==> src/hw/rtl/cc20_pkg.sv <==
// Types and constants shared by the ChaCha20 keystream blocks
package cc20_pkg;
  localparam logic [31:0] SIGMA0 = 32'h61707865;
  localparam logic [31:0] SIGMA1 = 32'h3320646e;
  localparam logic [31:0] SIGMA2 = 32'h79622d32;
  localparam logic [31:0] SIGMA3 = 32'h6b206574;

  localparam logic [2:0] REG_KEY0   = 3'd0;
  localparam logic [2:0] REG_KEY1   = 3'd1;
  localparam logic [2:0] REG_KEY2   = 3'd2;
  localparam logic [2:0] REG_KEY3   = 3'd3;
  localparam logic [2:0] REG_NONCE0 = 3'd4;
  localparam logic [2:0] REG_NONCE1 = 3'd5;
  localparam logic [2:0] REG_START  = 3'd6;

  // Item passed from the front to the back
  typedef struct packed {
    logic [7:0] data;
    logic       restart;
    logic       last;
  } cc20_item_t;

  typedef enum logic [1:0] {
    ST_IDLE,
    ST_ROUND,
    ST_FEED,
    ST_OUT
  } cc20_state_t;

  function automatic logic [31:0] rotl32(input logic [31:0] v, input int n);
    rotl32 = (v << n) | (v >> (32 - n));
  endfunction

  // One quarter-round on four words
  function automatic logic [127:0] qround(input logic [31:0] a, input logic [31:0] b,
                                          input logic [31:0] c, input logic [31:0] d);
    logic [31:0] ta, tb, tc, td;
    ta = a + b; td = rotl32(d ^ ta, 16);
    tc = c + td; tb = rotl32(b ^ tc, 12);
    ta = ta + tb; td = rotl32(td ^ ta, 8);
    tc = tc + td; tb = rotl32(tb ^ tc, 7);
    qround = {td, tc, tb, ta};
  endfunction
endpackage

==> src/hw/rtl/cc20_front.sv <==
// Input skid queue: two-entry FIFO between the input channel and the cipher core
module cc20_front import cc20_pkg::*; (
  input  logic       clk,
  input  logic       rst_n,
  input  logic       in_valid,
  output logic       in_ready,
  input  cc20_item_t in_item,
  output logic       q_valid,
  input  logic       q_ready,
  output cc20_item_t q_item
);
  cc20_item_t  mem_r [2];
  logic        wp_r, rp_r;
  logic [1:0]  cnt_r;
  logic        push, pop;

  assign in_ready = (cnt_r != 2'd2);
  assign q_valid  = (cnt_r != 2'd0);
  assign q_item   = mem_r[rp_r];
  assign push     = in_valid && in_ready;
  assign pop      = q_valid && q_ready;

  // Store pushed items
  always_ff @(posedge clk) begin
    if (push) begin
      mem_r[wp_r] <= in_item;
    end
  end

  // Advance pointers and count
  always_ff @(posedge clk) begin
    if (!rst_n) begin
      wp_r  <= 1'b0;
      rp_r  <= 1'b0;
      cnt_r <= 2'd0;
    end else begin
      if (push) wp_r <= ~wp_r;
      if (pop) rp_r <= ~rp_r;
      cnt_r <= cnt_r + {1'b0, push} - {1'b0, pop};
    end
  end
endmodule

==> config.mk <==
export PLATFORM = sky130hd
export DESIGN_NAME = cc20_front
export DESIGN_NICKNAME = d
export VERILOG_FILES = /design/src/hw/rtl/cc20_pkg.sv /design/src/hw/rtl/cc20_front.sv
export SDC_FILE = /design/constraint.sdc
export NUM_CORES = 1
export LEC_CHECK = 0
export BUFFER_PORTS_ARGS = -buffer_cell sky130_fd_sc_hd__buf_4
export CORE_MARGIN = 5
export CORE_UTILIZATION = 24
export CTS_CLUSTER_DIAMETER = 100
export DETAILED_ROUTE_END_ITERATION = 10
export PLACE_DENSITY_LB_ADDON = 0.3
export SLEW_MARGIN = 20
export SYNTH_ARGS = -nofsm -noshare
export SYNTH_HDL_FRONTEND = slang
export SYNTH_SLANG_ARGS = --single-unit
==> constraint.sdc <==
create_clock -name clk -period 3.9 [get_ports clk]
set_input_delay 0.195 -clock clk [delete_from_list [all_inputs] [get_ports clk]]
set_output_delay 0.195 -clock clk [all_outputs]
set_load 0.01 [all_outputs]
; ---- Word-level counts from Yosys, hierarchy flattened
; Memories as Yosys holds them, arrays and structs flattened. A register that Yosys moved wholly into a read port is not among the register bits.
; Cells that the tools add are included.
[word_totals]
ff_bits = 4
out_inout_bits = 12
ramBits = 20
n_memories = 1
in_bits = 14
elab_cells = 16
[op_classes]
n_addsub = 2
reduce_logical = 3
bitwise = 2
muxes = 4
eq_ne = 1
[mem_list]
columns = memory, depth, width, rd, rd_clocked_by_memory_dff, wr, line_no
row1 = mem_r, 2, 10, 1, 1, 1, cc20_front.sv:12  ; cc20_item_t mem_r [2];
[ops]
columns = operator, count
row1 = $mux W1, 4
row2 = $add A2 B1 Y2, 1
row3 = $logic_and A1 B1 Y1, 2
row4 = $ne A2 B2 Y1 const B, 1
row5 = $not A1 Y1, 2
row6 = $reduce_bool A2 Y1, 1
row7 = $sub A2 B1 Y2, 1

; ---- Longest topological paths before layout
; Gate-level depths: netlist of the first run.
[logic_depth]
depth_word = 4
depth_mapped = 8
mapped_depth_nobuf = 8

; ---- Worst setup path before layout of the first run
; Ideal clock, no wire load.
[synth_path]
kind = flip-flop to flip-flop
start = register cnt_r[0]
end = register cnt_r[1]
path_slack_ns = 2.292
path_stages_with_launch = 9
period_less_slack_ns = 1.608
arrival_time_ns = 1.493
t_required_ns = 3.785
path_buffers = 0
setup_ns = 0.115
path_cell_list = dfxtp_1 > nand2b_1 > nand2_1 > ha_1 > inv_1 > ha_1 > xnor2_1 > xnor2_1 > and2_1
[synth_via]
elab_chain_cells = 4
elab_cells_between_ends = 6
classes_between = add/sub (2) / eq/ne (1) / reduce/logical (3)
[synth_rtl]
columns = item, line_no
row1 = "start, declared", cc20_front.sv:14  ; logic [1:0] cnt_r;
row2 = "start signal, assigned", cc20_front.sv:39  ; cnt_r <= cnt_r + {1'b0, push} - {1'b0, pop};
row3 = $ne A2 B2 Y1, cc20_front.sv:17  ; assign in_ready = (cnt_r != 2'd2);
row4 = named net in_ready, cc20_front.sv:6  ; output logic in_ready,
row5 = $logic_and A1 B1 Y1, cc20_front.sv:20  ; assign push = in_valid && in_ready;
row6 = $add A2 B1 Y2, cc20_front.sv:39
row7 = $sub A2 B1 Y2, cc20_front.sv:39
; The timed path passes the listed nets, and every way through them passes these cells.
; A chain may end at the register's enable or synchronous reset.

; ---- Final worst setup path of the first run
[layout_path]
start = register cnt_r[0]
end = register cnt_r[1]
[layout_via]
elab_chain_cells = 4
elab_cells_between_ends = 6
classes_between = add/sub (2) / eq/ne (1) / reduce/logical (3)
[layout_rtl]
columns = item, line_no
row1 = $ne A2 B2 Y1, cc20_front.sv:17
row2 = $logic_and A1 B1 Y1, cc20_front.sv:20
row3 = $add A2 B1 Y2, cc20_front.sv:39
row4 = $sub A2 B1 Y2 *, cc20_front.sv:39
; Mark *: on every way between the ends. The rest lies on a longest branch, timed or not.

==> results of run 1 <==
worst register-to-register path: cells and delay by family, from the launching register on:
kind                       cells  cell delay [ns]
buffers and inverters          1             0.04
adders and majority gates      2             0.47
and+or+nand+nor                3             0.41
xor gates and xnor gates       2             0.26
DFF                            1             0.37
final timing paths:
check	start	end	slack [ns]
min	in_item[0]	mem_r[1][0]	0.12
max	cnt_r[0]	cnt_r[1]	2.25
max reg2reg	cnt_r[0]	cnt_r[1]	2.25
min reg2reg	wp_r	wp_r	0.49
power by group:
part           internal [W]  switching, W  total [W]
Clock             0.0000712     0.0000721   0.000143
Combinational      0.000130     0.0000955   0.000226
Sequential         0.000339     0.0000299   0.000369
routing by layer:
metal	track usage (%)	vias up
met1	7.83	247
li1	-	254
met2	9.93	21
met5	0	-
met3	4.41	0
met4	1.23	0
state kept, by name, summed over array words and instances (netlist names), named ones only:
signal,count
wp_r,1
cnt_r,2
rp_r,1
mem_r,20
placed cells by master, fill, tap and decap left out, types with 2 or more instances in the layout:
| cell type | instances |
|---|---|
| xnor2_1 | 3 |
| buf_4 | 25 |
| clkbuf_8 | 3 |
| ha_1 | 2 |
| nand2b_1 | 2 |
| dfxtp_1 | 5 |
| and2_1 | 2 |
| nor2b_1 | 2 |
| mux2_2 | 10 |
| nand2_1 | 2 |
| edfxtp_1 | 20 |
synth_stat cells:
cell type,count,area share (%)
and2_1,2,1.3
and3_1,1,0.66
buf_2,1,0.52
dfxtp_1,5,10
edfxtp_1,20,63
ha_1,2,2.6
inv_1,1,0.39
mux2_2,10,12
mux2i_1,1,1.0
nand2_1,2,0.79
nand2b_1,2,1.3
nor2_1,1,0.39
nor2b_1,2,1.3
o21a_2,1,0.92
or2_2,1,0.66
xnor2_1,3,2.8
logic make-up (layout without fill, tap and decap cells):
family / after synthesis / in the layout
AOI/OAI and AO/OA: 1 / 1
xor gates and xnor gates: 3 / 3
buffers and inverters: 2 / 30
adders and majority gates: 2 / 2
muxes: 11 / 11
DFF: 25 / 25
and+or+nand+nor: 11 / 11
per-stage QoR:
step / total power [W] / setup WS (ns) / instances / hold slack (ns) / utilization, %
after floorplan: 0.000505 / 2.29 / 55 / 0.294 / -
after global placement: 0.000599 / 2.29 / 129 / 0.386 / 30.6
after detailed placement: 0.000607 / 2.24 / 129 / 0.386 / 30.6
after CTS: 0.000754 / 2.23 / 133 / 0.109 / 31.8
after global routing: 0.000788 / 2.14 / 133 / 0.0928 / 31.8
final: 0.000738 / 2.25 / 133 / 0.117 / 31.8
cell type report:
class                           instances  area, sq um
Sequential cell                        25          701
Clock inverter                          1         5.00
Tap cell                               50         62.6
Clock buffer                            3         41.3
Multi-Input combinational cell         28          244
Fill cell                             398         2670
Timing Repair Buffer                   25          188
Inverter                                1         3.75
==> flow_summary.yaml, run 1 <==
clock_network:
  clock_latency_ns: 0.26
  postCtsSetupBuffers: 0
  clkSlewWorstSetupHoldPaths_ns: 0.08
  clockBufferDepth: 2
  cts_tree: "built"
  cts_hold_buf: 0
  cts_buffers: 3
  cts_max_level: 1
  cts_sinks: 25
  cts_resized: 0
  root_buffer: "clkbuf_8"
placed_design:
  place.gp.congestion: 0.753
  port_buffers: 25
  place_area_sq_um: 1200
  dpl.hpwl_mm: 1.22
worst_hold_path:
  hold_path_depth: 1
  hold_path.class: "primary input to flip-flop"
final_layout:
  num-nets-final: 100
  diodes: 0
  drive_gt1_share_pct: 49.4
  final_area_sq_um: 1240
  syn_to_final_growth_pct: 30.6
floorplanning:
  io_pins: 26
  die_h_microns: 73.0
  dieArea_sq_um: 5330
  rows: 23
  core_sq_um: 3910
  die_w_microns: 73.0
  initial_core_util_pct: 24.4
timing:
  rsz0062_at_grt: "false"
  fmax_mhz: 606
  setup_viol: 0
  slew_headroom_pct: 44.1
  hold_viol: 0
  worst_slew_pin_slew_ns: 0.836
  drv_slew: 0
  period_share_pct: 42.3
  fin_tns_setup_ns: 0
  finClkSkew_ns: 0.00206
  period_needed_ns: 1.65
synthesis:
  synth_compound_area_share_pct: 0.919
  ys.warnings.count: 0
  synthCells: 55
  synth_xor_area_share_pct: 2.76
  synth_top_family_by_area: "multiplexers"
  seq_area_frac_synth_pct: 73.5
  syn_area_per_cell_sq_um: 17.3
  synth_cell_type_count: 16
  synthMuxAreaShare_pct: 12.9
  synth-simple-area-share_pct: 6.43
  synth_nets: 71
  synth_seq_cells: 25
  syn-cell-area_sq_um: 953
  synth_fa_ha_area_share_pct: 2.62
global_routing:
  grt_usage_pct: 6.58
  grt_max_degree: 15
  grt_pass1_wl_mm: 2.57
  grt_overflow: 0
  grt_pass1_vias: 540
  antenna_found_initial: 0
drt:
  drc_errors: 0
  top_layer_used: "met3"
  dr_total_vias: 522
  avgRoutedWirePerCell_microns: 12.3
  ant_nets: 0
  wl_met1_microns: 633
  drt_iter0_drc: 14
  wl_met2_microns: 776
  drt_pass1_iterations: 2
  wl_met3_microns: 220
  routed_wl_mm: 1.63
  via_per_inst: 3.92
worst_setup_path:
  end_kind: "flip-flop"
  critPathMaxFanout: 4
  crit_chain: "nand2b_1, nand2_1, ha_1, inv_1, ha_1, xnor2_1, xnor2_1, and2_1"
  critPathSlowestCell: "dfxtp_1"
  worst_setup_path_start_kind: "flip-flop"
  worstPathArrival_ns: 1.81
  cpLargestDelayFamily: "adder cells"
  r2r_cells: 8
  max_stage_delay_ns: 0.37
  cp.depth: 8
  worst-path-buf-inv: 1
  cp.required_ns: 4.06
  crit_type: "flip-flop to flip-flop"
power:
  worst_ir_drop_vdd_mv: 0.301
  p_leak_nw: 0.477
  power.density_nw_per_um2: 593
job:
  maxCapViolations: 0
status:
  status: "complete, no violations"
(Power assumes the default switching activity.)
==> inputs of run 2 (changes only) <==
==> constraint.sdc (replaced) <==
create_clock -name clk -period 1.4 [get_ports clk]
set_input_delay 0.07 -clock clk [delete_from_list [all_inputs] [get_ports clk]]
set_output_delay 0.07 -clock clk [all_outputs]
set_load 0.01 [all_outputs]
==> run 2 against run 1 <==
Net effect:
- the flow now finishes with violations (setup timing)
- power grew to 3.2 times the previous value
- die area unchanged
- clock skew grew 0.00071 ns
- sequential cell count stayed put
- sequential share of layout area shrank 8.7 points
- combinational power grew to 4.0 times the previous value
- setup slack worse by 2.4 ns
- highest routed layer is now met4
- cell count grew 14%
- clock-buffer cell count did not move
==> flow_summary.yaml, run 2 (same netlist as run 1, synthesis figures left out) <==
final_layout:
  final_common_cell: "buf_4"
  syn_to_final_growth_pct: 56.2
  drive_gt1_share_pct: 56.9
  num-nets-final: 119
  diodes: 0
  final_cell_mix: "33 x buf_4, 20 x edfxtp_1, 10 x mux2_2, 10 x dlygate4sd3_1"
  regMostFlops: "mem_r"
  largest_register_ffs: 20
  utilization_pct: 38.0
  reg.largest.list: "mem_r (20), cnt_r (2)"
floorplanning:
  die_w_microns: 73.0
  rows: 23
  io_pins: 26
  initial_core_util_pct: 24.4
  dieArea_sq_um: 5330
  core_sq_um: 3910
  die_h_microns: 73.0
clock_network:
  root_buffer: "clkbuf_8"
  cts_tree: "built"
  clock_latency_ns: 0.26
  cts_buffers: 3
  cts_sinks: 25
  cts_resized: 0
  cts_max_level: 1
  clockBufferDepth: 2
  clkSlewWorstSetupHoldPaths_ns: 0.08
power:
  p_int_w: 0.00170
  power.share.switching_pct: 27.1
  p_leak_nw: 0.572
  power.density_nw_per_um2: 1570
  worst_ir_drop_vdd_mv: 0.734
  seqPwrFrac_pct: 43.3
  p_clk_share_pct: 17.8
  p_sw_w: 0.000634
  comb_power_share_pct: 38.9
global_routing:
  met3_usage_pct: 3.17
  grt_pass1_vias: 612
  met1_usage_pct: 8.53
  grt_usage_pct: 6.81
  antenna_found_initial: 0
  grt_overflow: 0
  grt_max_degree: 16
  grt_pass1_wl_mm: 2.74
  use_met2_pct: 10.8
  grt.busiest_layer: "met2"
timing:
  drv_slew: 0
  hold-worst-slack_ns: 0.0522
  layout_setup_ws_ns: -0.113
  finClkSkew_ns: 0.00277
  period_share_pct: 108
  hold_viol: 0
  worst_slew_pin_slew_ns: 0.181
  fmax_mhz: 661
  rsz0062_at_grt: "true"
  slew_headroom_pct: 87.8
  period_needed_ns: 1.51
  setup_viol: 1
worst_setup_path:
  endpoint: "cnt_r[1]"
  end_kind: "flip-flop"
  worst_setup_path_start_kind: "flip-flop"
  r2r_cells: 7
  cp.required_ns: 1.56
  cpLargestDelayFamily: "adder cells"
  crit_top_cell: "ha_4"
  rrSetupSlack_ns: -0.11
  regToRegStartpoint: "cnt_r[1]"
  crit_chain: "o21a_4, ha_4, inv_2, ha_4, xnor2_2, xnor2_1, and2_1"
  worstPathArrival_ns: 1.67
  max_stage_delay_ns: 0.37
  cp.depth: 7
  crit_start: "cnt_r[1]"
  crit_type: "flip-flop to flip-flop"
  worst-path-buf-inv: 1
  critPathSlowestCell: "dfxtp_4"
  critPathMaxFanout: 3
  reg2reg_to: "cnt_r[1]"
drt:
  avgRoutedWirePerCell_microns: 11.1
  via_per_inst: 3.80
  drt_iter0_drc: 14
  drt_pass1_iterations: 2
  routed_wl_mm: 1.69
  dr_total_vias: 578
  drc_errors: 0
  ant_nets: 0
status:
  status: "finished with violations"
  violations: "setup timing"
placed_design:
  place.gp.congestion: 0.633
  port_buffers: 25
worst_hold_path:
  hold_path.class: "primary input to flip-flop"
job:
  maxCapViolations: 0
==> run 2: changes by cell type in the layout (fill, tap and decap cells not counted), sizes merged <==
cell / before / now
clkinv: 1 / 0
clkinvlp: 0 / 1
buf: 25 / 34
dlygate4sd3: 0 / 10
==> run 2: worst min-delay path by stage <==
stage | startpoint | end | depth (start not counted)
final | rst_n | cnt_r[0] | 2
after global routing | rst_n | rp_r | 2
after global placement | in_item[0] | mem_r[1][0] | 1
after CTS | rst_n | cnt_r[0] | 2
after detailed placement | in_item[9] | mem_r[0][9] | 1
after floorplan | in_item[0] | mem_r[0][0] | 0
==> run 2: power groups by stage <==
stage | combinational [W] | clock, W | sequential, W
final | 0.000909 | 0.000417 | 0.00101
after global routing | 0.000995 | 0.000470 | 0.00103
after CTS | 0.000923 | 0.000439 | 0.00101
after detailed placement | 0.000895 | 0 | 0.00103
after global placement | 0.000879 | 0 | 0.00102
after floorplan | 0.000499 | 0 | 0.00103
==> run 2: final cells by class <==
cell class	instances	area (sq um)
Sequential cell	25	708
Timing Repair Buffer	44	368
Inverter	1	3.75
Tap cell	50	62.6
Fill cell	396	2420
Clock buffer	3	41.3
Clock inverter	1	7.51
Multi-Input combinational cell	28	298
==> run 2: worst register-to-register path: stages, from the launching register on <==
cell,delay (ns)
dfxtp_4,0.37
o21a_4,0.23
ha_4,0.25
inv_2,0.04
ha_4,0.15
xnor2_2,0.13
xnor2_1,0.12
and2_1,0.13
==> run 2: routing by layer <==
layer / up-vias / share of wire (%)
li1: 291 / -
met1: 265 / 43
met2: 20 / 47
met3: 2 / 9.4
met4: 0 / 0.36
met5: - / 0
==> run 2: repair_timing <==
item / 4_1_cts / 5_1_grt
hold endpoints to repair: 20 / 0
pin swaps: 0 / 3
endpoints found under the setup margin: 1 / 1
hold buffers: 10 / 0
setup buffers: 0 / 1
==> run 2: through the flow <==
| stage | TNS [ns] | std cells | cell area [sq um] | setup slack, ns | total power (W) |
|---|---|---|---|---|---|
| 3_3_place_gp | -0.0555 | 137 | 1330 | -0.0555 | 0.00190 |
| 4_1_cts | -0.116 | 151 | 1480 | -0.116 | 0.00238 |
| 2_1_floorplan | -0.0972 | 55 | 1010 | -0.0726 | 0.00153 |
| 3_5_place_dp | -0.100 | 137 | 1330 | -0.100 | 0.00193 |
| 6_report | -0.113 | 152 | 1490 | -0.113 | 0.00234 |
| 5_1_grt | -0.148 | 152 | 1490 | -0.148 | 0.00249 |
==> inputs of run 3 (changes only) <==
--- a/config.mk
+++ b/config.mk
@@ -6,6 +6,7 @@
 export NUM_CORES = 1
 export LEC_CHECK = 0
 export BUFFER_PORTS_ARGS = -buffer_cell sky130_fd_sc_hd__buf_4
+export CORE_ASPECT_RATIO = 1.4
 export CORE_MARGIN = 5
 export CORE_UTILIZATION = 24
 export CTS_CLUSTER_DIAMETER = 100
==> constraint.sdc (replaced) <==
create_clock -name clk -period 2 [get_ports clk]
set_input_delay 0.1 -clock clk [delete_from_list [all_inputs] [get_ports clk]]
set_output_delay 0.1 -clock clk [all_outputs]
set_load 0.01 [all_outputs]
==> run 3 against run 2 <==
Net effect:
- die area up 0.33%
- the run now ends clean
- global-route usage down 0.078 points
- clock power down 29%
- register-to-register slack better by 0.47 ns
- critical path depth up 1
- wire length down 2.1%
- hold slack worse by 0.040 ns
- critical endpoint unchanged
- combinational power down 51%
==> flow_summary.yaml, run 3 (same netlist as run 1, synthesis figures left out) <==
status:
  status: "complete, no violations"
clock_network:
  cts_hold_buf: 0
  postCtsSetupBuffers: 0
  root_buffer: "clkbuf_8"
  cts_buffers: 3
  cts_tree: "built"
  clockBufferDepth: 2
  cts_sinks: 25
  clkSlewWorstSetupHoldPaths_ns: 0.09
  cts_max_level: 1
  cts_resized: 0
  clock_latency_ns: 0.27
worst_setup_path:
  max_stage_delay_ns: 0.38
  critPathSlowestCell: "dfxtp_1"
  reg2reg_to: "cnt_r[1]"
  worstPathArrival_ns: 1.81
  crit_chain: "nand2b_1, nand2_1, ha_1, inv_1, ha_1, xnor2_1, xnor2_1, and2_1"
  worst-path-buf-inv: 1
  end_kind: "flip-flop"
  worst_setup_path_start_kind: "flip-flop"
  critPathMaxFanout: 4
  rrSetupSlack_ns: 0.36
  regToRegStartpoint: "cnt_r[0]"
  r2r_cells: 8
  cpLargestDelayFamily: "adder cells"
  crit_type: "flip-flop to flip-flop"
  cp.required_ns: 2.16
timing:
  hold_viol: 0
  slew_headroom_pct: 65.1
  worst_slew_pin_slew_ns: 0.524
  rsz0062_at_grt: "false"
  period_needed_ns: 1.64
  finClkSkew_ns: 0.00470
  setup_viol: 0
  period_share_pct: 82.2
  fin_tns_setup_ns: 0
  drv_slew: 0
  fmax_mhz: 608
final_layout:
  diodes: 0
  multi_input_area_sq_um: 244
  final-seq-area_sq_um: 701
  final_cell_mix: "26 x buf_4, 20 x edfxtp_1, 10 x mux2_2, 5 x dfxtp_1"
  drive_gt1_share_pct: 48.8
  utilization_pct: 32.5
  syn_to_final_growth_pct: 32.5
  final_common_cell: "buf_4"
  fillers: 384
  instances_no_fill: 129
  largest_register_ffs: 20
  num-nets-final: 103
  regMostFlops: "mem_r"
  reg.largest.list: "mem_r (20), cnt_r (2)"
floorplanning:
  die_h_microns: 84.6
  die_w_microns: 63.3
  io_pins: 26
  rows: 27
  initial_core_util_pct: 24.5
  core_sq_um: 3880
  dieArea_sq_um: 5350
placed_design:
  place.gp.congestion: 0.600
  port_buffers: 25
  dpl.hpwl_mm: 1.22
  post-place-cells: 123
global_routing:
  antenna_found_initial: 0
  use_met2_pct: 11.7
  grt_pass1_wl_mm: 2.75
  grt_pass1_vias: 582
  grt_max_degree: 15
  met1_usage_pct: 6.98
  grt_overflow: 0
  grt_usage_pct: 6.73
  met3_usage_pct: 2.14
  grt.busiest_layer: "met2"
drt:
  via_per_inst: 4.09
  drt_pass1_iterations: 2
  routed_wl_mm: 1.65
  drc_errors: 0
  ant_nets: 0
  dr_total_vias: 528
  avgRoutedWirePerCell_microns: 12.8
  drt_iter0_drc: 7
worst_hold_path:
  min_to: "mem_r[0][7]"
  hold_path.class: "primary input to flip-flop"
  hold_path_depth: 1
  min-delay-start: "in_item[7]"
power:
  comb_power_share_pct: 30.3
  seqPwrFrac_pct: 49.5
  finalPower_w: 0.00146
  power.density_nw_per_um2: 1150
  p_sw_w: 0.000397
  power.share.switching_pct: 27.3
  p_int_w: 0.00106
  p_leak_nw: 0.491
  worst_ir_drop_vdd_mv: 0.488
  p_clk_share_pct: 20.2
job:
  maxCapViolations: 0
-- run 3: area by class of cell --
cell class | count | area share, %
flip-flops and latches | 25 | 55.4
multi-input cells | 28 | 19.3
repair buffers | 28 | 17.0
well taps | 43 | 4.26
clock buffers | 3 | 3.27
clock inverters | 1 | 0.396
inverters | 1 | 0.297
-- run 3: worst max path at each step --
stage               startpoint  endpoint  slack [ns]  cells after the start
CTS                   cnt_r[0]  cnt_r[1]        0.35                      8
floorplan             cnt_r[0]  cnt_r[1]        0.39                      8
global route          cnt_r[0]  cnt_r[1]        0.21                      8
global placement      cnt_r[0]  cnt_r[1]        0.43                      8
finish                cnt_r[0]  cnt_r[1]        0.36                      8
detailed placement    cnt_r[0]  cnt_r[1]        0.37                      8
-- run 3: per-layer routing --
metal | up-vias | routed length, microns
li1 | 262 | -
met1 | 248 | 629
met2 | 16 | 882
met3 | 2 | 111
met4 | 0 | 31
met5 | - | 0
-- run 3: stage by stage --
| stage | setup WS [ns] | area (sq um) | hold slack (ns) |
|---|---|---|---|
| 2_1_floorplan | 0.392 | 953 | 0.199 |
| 3_3_place_gp | 0.431 | 1200 | 0.286 |
| 3_5_place_dp | 0.370 | 1200 | 0.289 |
| 4_1_cts | 0.352 | 1240 | 0.00362 |
| 5_1_grt | 0.215 | 1260 | 0.000518 |
| 6_report | 0.355 | 1260 | 0.0127 |
-- run 3: power by group through the flow --
stage / clock network [W] / logic [W] / registers, W
after floorplan: 0 / 0.000289 / 0.000697
after global placement: 0 / 0.000447 / 0.000729
after detailed placement: 0 / 0.000450 / 0.000735
after CTS: 0.000308 / 0.000452 / 0.000725
after global routing: 0.000332 / 0.000487 / 0.000736
final: 0.000294 / 0.000442 / 0.000721
-- run 3: worst register-to-register path: stages, from the launching register on --
cell and delay (ns):
dfxtp_1 0.38, nand2b_1 0.17, nand2_1 0.11, ha_1 0.28
inv_1 0.04, ha_1 0.18, xnor2_1 0.13, xnor2_1 0.12
and2_1 0.14
